**src/design/bwa_pkg.sv**
```systemverilog
// Shared types and constants of the BAR window allocator.
`timescale 1ns / 1ps
`default_nettype none

package bwa_pkg;

  localparam int WINDOWS_DEF = 4;
  localparam int SLOT_W      = 2;
  localparam int ADDR_W      = 64;

  typedef enum logic {
    OP_LOAD  = 1'b0,
    OP_ALLOC = 1'b1
  } op_t;

  typedef enum logic {
    ST_DONE    = 1'b0,
    ST_NOSPACE = 1'b1
  } status_t;

  // Item travelling along the row of window cells
  typedef struct packed {
    logic              valid;
    op_t               op;
    logic [SLOT_W-1:0] slot;
    logic              kind;
    logic [ADDR_W-1:0] cpu_base;
    logic [ADDR_W-1:0] bus_base;
    logic [ADDR_W-1:0] length;    // window length on load, request length on allocate
    logic              found;
    logic [ADDR_W-1:0] bus_addr;
    logic [ADDR_W-1:0] host_addr;
  } tok_t;

  typedef struct packed {
    status_t           status;
    logic [ADDR_W-1:0] bus_addr;
    logic [ADDR_W-1:0] host_addr;
  } res_t;

endpackage

`default_nettype wire

```
**src/design/bwa_cell.sv**
```systemverilog
// One window cell: holds a window slot and tries an allocation over two stages.
`timescale 1ns / 1ps
`default_nettype none

module bwa_cell #(
  parameter int IDX = 0
) (
  input  wire logic          clk,
  input  wire logic          rst_n,
  input  wire bwa_pkg::tok_t tok_i,
  output bwa_pkg::tok_t      tok_o
);

  localparam int  AW    = bwa_pkg::ADDR_W;
  localparam bit  REACH = (IDX < (1 << bwa_pkg::SLOT_W));

  // window state
  logic          valid_r;
  logic          kind_r;
  logic [AW-1:0] cpu_r;
  logic [AW-1:0] bus_r;
  logic [AW-1:0] len_r;
  logic [AW-1:0] off_r;

  // stage registers
  bwa_pkg::tok_t tok1_r;
  bwa_pkg::tok_t tok2_r;
  logic [AW-1:0] rnd_r;
  logic          ovf_r;
  logic          elig_r;

  logic [AW-1:0] lm1;
  logic [AW:0]   sum;
  logic [AW-1:0] rnd_nxt;
  logic          elig_nxt;
  logic          load_hit;
  logic [AW:0]   ext;
  logic          fit;
  bwa_pkg::tok_t tok2_nxt;

  // stage 1: round the offset up to the request alignment
  always_comb begin
    lm1      = tok_i.length - AW'(1);
    sum      = {1'b0, off_r} + {1'b0, lm1};
    rnd_nxt  = sum[AW-1:0] & ~lm1;
    elig_nxt = (tok_i.op == bwa_pkg::OP_ALLOC) && !tok_i.found && valid_r &&
               (kind_r == tok_i.kind) && (tok_i.length != '0);
    load_hit = tok_i.valid && (tok_i.op == bwa_pkg::OP_LOAD) && REACH &&
               (tok_i.slot == bwa_pkg::SLOT_W'(IDX));
  end

  // stage 2: end of region against window size, carry means no fit
  always_comb begin
    ext      = {1'b0, rnd_r} + {1'b0, tok1_r.length};
    fit      = tok1_r.valid && elig_r && !ovf_r && !ext[AW] && (ext[AW-1:0] <= len_r);
    tok2_nxt = tok1_r;
    if (fit) begin
      tok2_nxt.found     = 1'b1;
      tok2_nxt.bus_addr  = bus_r + rnd_r;
      tok2_nxt.host_addr = cpu_r + rnd_r;
    end
  end

  // window state: load writes the slot, a fit bumps the offset
  always_ff @(posedge clk) begin
    if (!rst_n) begin
      valid_r <= 1'b0;
    end else if (load_hit) begin
      valid_r <= 1'b1;
      kind_r  <= tok_i.kind;
      cpu_r   <= tok_i.cpu_base;
      bus_r   <= tok_i.bus_base;
      len_r   <= tok_i.length;
      off_r   <= '0;
    end else if (fit) begin
      off_r   <= ext[AW-1:0];
    end
  end

  // pipeline registers
  always_ff @(posedge clk) begin
    if (!rst_n) begin
      tok1_r.valid <= 1'b0;
      tok2_r.valid <= 1'b0;
    end else begin
      tok1_r <= tok_i;
      tok2_r <= tok2_nxt;
    end
  end

  always_ff @(posedge clk) begin
    rnd_r  <= rnd_nxt;
    ovf_r  <= sum[AW];
    elig_r <= elig_nxt;
  end

  assign tok_o = tok2_r;

endmodule

`default_nettype wire

```
**config.mk**
```make
export PLATFORM = sky130hd
export DESIGN_NAME = bwa_cell
export DESIGN_NICKNAME = d
export VERILOG_FILES = /design/src/design/bwa_pkg.sv /design/src/design/bwa_cell.sv
export SDC_FILE = /design/constraint.sdc
export NUM_CORES = 1
export LEC_CHECK = 0
export BUFFER_PORTS_ARGS = -buffer_cell sky130_fd_sc_hd__buf_2
export CAP_MARGIN = 20
export CORE_MARGIN = 3
export CORE_UTILIZATION = 45
export DETAILED_ROUTE_END_ITERATION = 16
export SLEW_MARGIN = 20
export SYNTH_ARGS = -nofsm -noshare
export SYNTH_HDL_FRONTEND = slang
export SYNTH_SLANG_ARGS = --single-unit
```
**constraint.sdc**
```tcl
create_clock -name clk -period 13.1 [get_ports clk]
set_input_delay 1.965 -clock clk [delete_from_list [all_inputs] [get_ports clk]]
set_output_delay 1.965 -clock clk [all_outputs]
set_load 0.01 [all_outputs]
```
==> results of run 1 <==
stage by stage:
| step | setup slack [ns] | instances |
|---|---|---|
| floorplan | 3.32 | 3907 |
| global placement | 4.66 | 5852 |
| finish | 4.54 | 6053 |
| CTS | 4.43 | 6046 |
| detailed placement | 4.44 | 5852 |
| global route | 4.24 | 6048 |
logic make-up (layout without fill, tap and decap cells):
| logic type | after synthesis | count (layout) | share of synthesized area (%) |
|---|---|---|---|
| flip-flops | 976 | 976 | 60.0 |
| AND/OR/NAND/NOR | 998 | 998 | 10.3 |
| multiplexers | 9 | 9 | 0.204 |
| other | 0 | 6 | 0 |
| XOR/XNOR | 287 | 287 | 5.30 |
| adder cells (fa/ha/maj) | 322 | 322 | 8.50 |
| buffers and inverters | 253 | 1013 | 2.01 |
| AO/OA/AOI/OAI | 1062 | 1062 | 13.8 |
cell usage in the layout (no fill, tap or decap), drive strengths merged, types with 13 or more instances in the layout:
master and instances:
a211oi 22, a21boi 13, a21o 168, a21oi 320
a31oi 37, and2 81, and3 27, buf 677
bufinv 15, clkbuf 127, clkinv 42, dfxtp 69
edfxtp 907, ha 318, inv 148, nand2 330
nand2b 26, nand3 56, nand4 73, nor2 221
nor2b 29, nor3 62, nor4 24, o211ai 22
o21a 41, o21ai 276, o21bai 49, o31ai 17
or3 20, xnor2 151, xor2 136
registers in the layout, summed over array words and instances, names as in the netlist, 64 cells and up:
name    count
bus_r      64
cpu_r      64
len_r      64
off_r      64
rnd_r      64
tok1_r    326
tok_o     326
worst register-to-register path, stage by stage, from the launching register on:
cell and delay, ns:
dfxtp_1 0.45, ha_1 0.35, a21oi_1 0.46, or3b_2 0.49, a311oi_1 0.55, a211oi_1 0.27
o31ai_1 0.61, o211ai_1 0.36, a31oi_1 0.54, o21bai_1 0.24, a21oi_1 0.21, xnor2_1 0.11
ha_1 0.33, nand4_1 0.09, nor4_1 0.87, nand3_1 0.25, a21oi_1 0.19, o31ai_1 0.09
nand4_1 0.10, nand2_1 0.09, o21ai_4 0.07, buf_4 0.37, buf_4 0.71, mux2_2 0.50
final timing paths:
| check | end | depth (start not counted) |
|---|---|---|
| max | tok_o[88]$_DFFE_PP_ | 23 |
| min | tok_o[239]$_DFFE_PP_ | 0 |
| max reg2reg | tok_o[88]$_DFFE_PP_ | 23 |
| min reg2reg | tok_o[239]$_DFFE_PP_ | 0 |
area by class of cell:
class | instances | area [um2] | share of cell area (%)
Multi-Input combinational cell | 2678 | 18200 | 32.4
Timing Repair Buffer | 677 | 3500 | 6.25
Sequential cell | 976 | 28600 | 51.0
Tap cell | 1380 | 1730 | 3.08
Inverter | 142 | 533 | 0.950
Clock buffer | 127 | 2740 | 4.89
Clock inverter | 67 | 772 | 1.38
Antenna cell | 6 | 15.0 | 0.0268
power by group through the flow:
| stage | registers, W | clock network, W | logic [W] |
|---|---|---|---|
| floorplan | 0.00380 | 0 | 0.000896 |
| global route | 0.00376 | 0.00324 | 0.00165 |
| global placement | 0.00380 | 0 | 0.00149 |
| finish | 0.00375 | 0.00305 | 0.00151 |
| detailed placement | 0.00381 | 0 | 0.00149 |
| CTS | 0.00374 | 0.00311 | 0.00150 |
routing by layer:
| layer | track usage, % | part of all wire (%) |
|---|---|---|
| met2 | 40.9 | 46 |
| met4 | 6.07 | 2.3 |
| met1 | 36.3 | 44 |
| met5 | 0 | 0.066 |
| met3 | 4.71 | 7.1 |
==> results.tsv, run 1 <==
stage	metric	value	unit
min_path	HP Class	reg2reg	
clock_tree	root buf cell	clkbuf_16	
power	Combinational Power Share	18.2	%
final_layout	layout cell share with drive strength beyond 1	18.9	%
yosys	syn_nets	4557	
power	pwr dens	148	mW/mm2
worst_setup_path	Setup crit start kind	register	
power	VDD IR max	0.101	mV
floorplanning	Die ar.	0.110	mm2
timing	worst slew pin tran	1.12	ns
global_route	gr usage total	25.6	%
power	NetSw	0.00230	W
final_layout	Finished Core Util	53.7	%
power	Seq pwr share	45.1	%
power	clock power share	36.7	%
routing	WL final	146000	um
clock_tree	CTS tree	done	
worst_setup_path	most used cell along the critical path	a21oi_1	
worst_setup_path	r2r setup slk	4.54	ns
routing	First-pass DRT Iterations	6	
worst_setup_path	Arr. time, crit path	9.00	ns
floorplanning	I/O pin count	654	
final_layout	Finished Cell Area	0.0561	mm2
place	post-DP HPWL	113000	um
clock_tree	clk_lat worst skew	0.70	ns
flow_run	Max Cap Viol	0	
floorplanning	DIE HEIGHT	332	um
yosys	dominant cells by area after synthesis	edfxtp_1, ha_1, a21oi_1, dfxtp_1, o21ai_0	
routing	remaining routing DRC violations	0	
clock_tree	clock buffer depth	3	
yosys	EDFF count, synth	907	
global_route	gr ovfl total	0	
min_path	Min-Delay Startpoint	tok1_r[239]$_DFFE_PP_	
worst_setup_path	Critical Path Fanout Max	86	
yosys	sequential share of the synthesized area	60.0	%
place	I/O Buffers	653	
floorplanning	Cell Rows	118	
timing	Slew HR	24.7	%
floorplanning	initial core utilization	45.7	%
worst_setup_path	worst r2r src	rnd_r[14]$_DFF_P_	
place	Placed Instance Area	0.0525	mm2
yosys	post-synthesis async set-or-reset flop share	0	%
worst_setup_path	CP required	13.54	ns
routing	1st-iter DRT viols	3098	
worst_setup_path	CP Capture Type	register	
power	internal power	0.00600	W
clock_tree	TritonCTS Sinks	976	
timing	Final setup viols	0	
place	RePlAce Congestion	0.935	
timing	fmax	117	MHz
clock_tree	CTS clk-pin slew, worst paths	0.06	ns
yosys	post-synth cell types	83	
power	P_leak	23.0	nW
timing	min cycle time layout	8.56	ns
power	total power	0.00830	W
worst_setup_path	CP Class	reg2reg	
yosys	Cells after Synth	3907	
timing	setup tns final	0	ns
final_layout	Area Overhead vs Synth	17.5	%
timing	clk_skew	0.0272	ns
clock_tree	H-Tree Depth	3	
clock_tree	# resized after CTS	0	
yosys	Yosys warning total	0	
clock_tree	Post-CTS Setup Inserts	0	
power	sw frac	27.7	%
worst_setup_path	slowest stage delay, CP	0.87	ns
yosys	Synth top area share	57.1	%
routing	DR WL/cell	24.1	um
worst_setup_path	slowest cell on the critical path	nor4_1	
floorplanning	core area	0.104	mm2
routing	antenna-violating nets left	0	
clock_tree	cts hold-fix bufs	0	
global_route	largest net degree at the start of global routing	172	
worst_setup_path	Crit path max-delay family	compound AO/OA/AOI/OAI gates	
yosys	area leader, netlist	edfxtp_1	
global_route	first-pass GRT wire length	213000	um
timing	fin. max-slew vios	0	
yosys	Synth Register Bits	976	
final_layout	fillcell total	9075	
worst_setup_path	Setup crit start	rnd_r[14]$_DFF_P_	
routing	routed vias	34140	
floorplanning	Die X-Extent	332	um
clock_tree	Num CTS Buffers	105	
worst_setup_path	crit path cell chain	ha_1 > a21oi_1 > or3b_2 > a311oi_1 > a211oi_1 > o31ai_1 > o211ai_1 > a31oi_1 > o21bai_1 > a21oi_1 > xnor2_1 > ha_1 > nand4_1 > nor4_1 > nand3_1 > a21oi_1 > o31ai_1 > nand4_1 > nand2_1 > o21ai_4 > buf_4 > buf_4 > mux2_2	
routing	drt via density	5.64	
yosys	Syn Area/Cell	12.2	um2
final_layout	Final #Nets	5230	
global_route	vias in the first global route	32640	
run_status	status	finished clean	
worst_setup_path	CP Buf/Inv Count	2	
yosys	Post-synth top cells	edfxtp_1, nand2_1, a21oi_1	
yosys	most common cell in the netlist	edfxtp_1	
yosys	cell area after synthesis	0.0477	mm2
timing	fin crit share	65.4	%
global_route	initial antenna violation count	17	
yosys	top_reg_cell synth	edfxtp_1	
timing	RSZ-0062 raised after global routing	no	
timing	Hold Slack	0.415	ns
timing	final hold vios	0	
(Power assumes the default switching activity.)
==> run 2, diff against run 1 <==
==> constraint.sdc (replaced) <==
create_clock -name clk -period 9 [get_ports clk]
set_input_delay 1.35 -clock clk [delete_from_list [all_inputs] [get_ports clk]]
set_output_delay 1.35 -clock clk [all_outputs]
set_load 0.01 [all_outputs]
==> results.tsv, run 2 (synthesis results as in run 1) <==
stage	metric	value	unit	change
final_layout	most frequent cells in the layout	edfxtp_1, buf_2, nand2_1		
clock_tree	Post-CTS Setup Inserts	0		unchanged
routing	routed vias	33943		-0.58%
clock_tree	H-Tree Depth	3		unchanged
worst_setup_path	CP Buf/Inv Count	1		-1
clock_tree	Num CTS Buffers	104		-0.95%
global_route	grt met3 use	5.47	%	+0.76 points
timing	Final setup viols	0		unchanged
global_route	gr usage total	25.7	%	+0.10 points
worst_setup_path	CP Capture Type	register		
place	RePlAce Congestion	0.951		+1.7%
clock_tree	# resized after CTS	0		unchanged
place	Placed Instance Area	0.0526	mm2	about the same
global_route	initial antenna violation count	23		+6
global_route	M2 GR Usage	40.5	%	-0.41 points
floorplanning	core area	0.104	mm2	unchanged
worst_setup_path	Arr. time, crit path	8.13	ns	-0.87 ns
timing	fin. max-slew vios	0		unchanged
floorplanning	Cell Rows	118		unchanged
place	I/O Buffers	653		unchanged
routing	remaining routing DRC violations	0		unchanged
global_route	first-pass GRT wire length	212000	um	-0.22%
worst_setup_path	CP Class	reg2reg		
power	pwr dens	217	mW/mm2	+47%
routing	antenna-violating nets left	0		unchanged
final_layout	commonest non-fill, non-tap cell in the layout	edfxtp_1		
flow_run	Max Cap Viol	0		unchanged
floorplanning	Die X-Extent	332	um	unchanged
timing	setup tns final	0	ns	unchanged
worst_setup_path	slowest cell on the critical path	a21boi_4		
floorplanning	DIE HEIGHT	332	um	unchanged
worst_setup_path	Crit path max-delay family	compound AO/OA/AOI/OAI gates		
routing	drt via density	5.60		-0.64%
timing	final hold vios	0		unchanged
routing	WL final	146000	um	about the same
final_layout	Area Overhead vs Synth	17.9	%	
worst_setup_path	CP required	9.36	ns	-4.18 ns
worst_setup_path	Critical Path Fanout Max	41		-52%
clock_tree	cts hold-fix bufs	0		unchanged
clock_tree	CTS clk-pin slew, worst paths	0.06	ns	about the same
min_path	HP Class	reg2reg		
timing	Slew HR	22.8	%	-1.9 points
global_route	gr ovfl total	0		unchanged
final_layout	Final #Nets	5223		-0.13%
floorplanning	Die ar.	0.110	mm2	unchanged
clock_tree	TritonCTS Sinks	976		unchanged
routing	First-pass DRT Iterations	6		unchanged
routing	1st-iter DRT viols	3274		+5.7%
power	P_leak	23.1	nW	+0.20%
final_layout	Finished Cell Area	0.0563	mm2	+0.34%
worst_setup_path	slowest stage delay, CP	0.81	ns	-0.06 ns
power	VDD IR max	0.245	mV	+140%
timing	clk_skew	0.0254	ns	-0.00178 ns
global_route	Most Crowded Layer GR	met2		
clock_tree	clk_lat worst skew	0.70	ns	about the same
place	post-DP HPWL	112000	um	-0.81%
final_layout	layout cell share with drive strength beyond 1	19.0	%	+0.12 points
timing	fin crit share	86.3	%	+21 points
global_route	grt met1 use	35.5	%	-0.81 points
clock_tree	CTS tree	done		
floorplanning	I/O pin count	654		unchanged
global_route	vias in the first global route	33043		+1.2%
global_route	largest net degree at the start of global routing	165		-4.1%
timing	min cycle time layout	7.77	ns	-0.794 ns
routing	DR WL/cell	24.0	um	-0.14%
clock_tree	root buf cell	clkbuf_16		
timing	worst slew pin tran	1.15	ns	+0.0287 ns
timing	RSZ-0062 raised after global routing	no		
floorplanning	initial core utilization	45.7	%	unchanged
run_status	status	finished clean		
worst_setup_path	Setup crit start kind	register		
clock_tree	clock buffer depth	3		unchanged
worst_setup_path	crit path cell chain	ha_1 > a21oi_1 > or3b_2 > a311oi_1 > a211oi_1 > o31ai_1 > o211ai_1 > a31oi_1 > o21bai_1 > a21oi_1 > xnor2_1 > ha_1 > nand4_1 > nor4_1 > nand3_1 > nor2_1 > nand2_1 > nand2_1 > o21ai_4 > a21boi_4 > buf_12		
timing	fmax	129	MHz	+10%
[run 2: changes by cell type in the layout (fill, tap and decap cells not counted), sizes merged]
cell	delta
bufinv	+4
clkinv	-4
clkinvlp	+6
buf	-6
diode	+8
clkbuf	-4
[run 2: power by group]
group / switching (W) / total [W] / internal, W
combinational: 0.00134 / 0.00216 / 0.000824
sequential: 0.000160 / 0.00546 / 0.00530
clock: 0.00186 / 0.00461 / 0.00275
[run 2: final timing paths]
check / start / to / slack [ns] / depth (start not counted)
hold / removal: tok1_r[318]$_DFFE_PP_ / tok_o[318]$_DFFE_PP_ / 0.41 / 0
setup reg to reg: rnd_r[14]$_DFF_P_ / off_r[11]$_SDFFCE_PP0P_ / 1.23 / 21
setup / recovery: rnd_r[14]$_DFF_P_ / off_r[11]$_SDFFCE_PP0P_ / 1.23 / 21
hold reg to reg: tok1_r[318]$_DFFE_PP_ / tok_o[318]$_DFFE_PP_ / 0.41 / 0
[run 2: worst register-to-register path, cell delays in order, from the launching register on]
cell and delay, ns:
dfxtp_1 0.57, ha_1 0.39, a21oi_1 0.44, or3b_2 0.48, a311oi_1 0.52, a211oi_1 0.23, o31ai_1 0.51, o211ai_1 0.25
a31oi_1 0.49, o21bai_1 0.24, a21oi_1 0.29, xnor2_1 0.13, ha_1 0.31, nand4_1 0.19, nor4_1 0.50, nand3_1 0.28
nor2_1 0.16, nand2_1 0.06, nand2_1 0.11, o21ai_4 0.10, a21boi_4 0.81, buf_12 0.34
[run 2: cell type report]
| class | count | area (um2) |
|---|---|---|
| Sequential cell | 976 | 28600 |
| Tap cell | 1380 | 1730 |
| Multi-Input combinational cell | 2678 | 18200 |
| Clock buffer | 123 | 2760 |
| Antenna cell | 14 | 35.0 |
| Clock inverter | 73 | 928 |
| Timing Repair Buffer | 671 | 3500 |
| Inverter | 142 | 533 |
| Fill cell | 9050 | 48100 |
[run 2: routing by layer]
| metal | routed length [um] | up-vias |
|---|---|---|
| li1 | - | 16075 |
| met1 | 63000 | 16385 |
| met2 | 66600 | 1237 |
| met3 | 10900 | 234 |
| met4 | 4930 | 12 |
| met5 | 86 | - |
[run 2: stage by stage]
stage	utilization, %	total power [W]	cells	hold slack (ns)	setup slack, ns
after floorplan	-	0.00684	3907	0.400	0.964
after global placement	50.4	0.00767	5847	0.400	1.57
after detailed placement	50.4	0.00769	5847	0.405	1.35
after CTS	53.9	0.0123	6043	0.416	1.33
after global routing	53.9	0.0128	6048	0.421	0.773
final	53.9	0.0122	6057	0.409	1.23
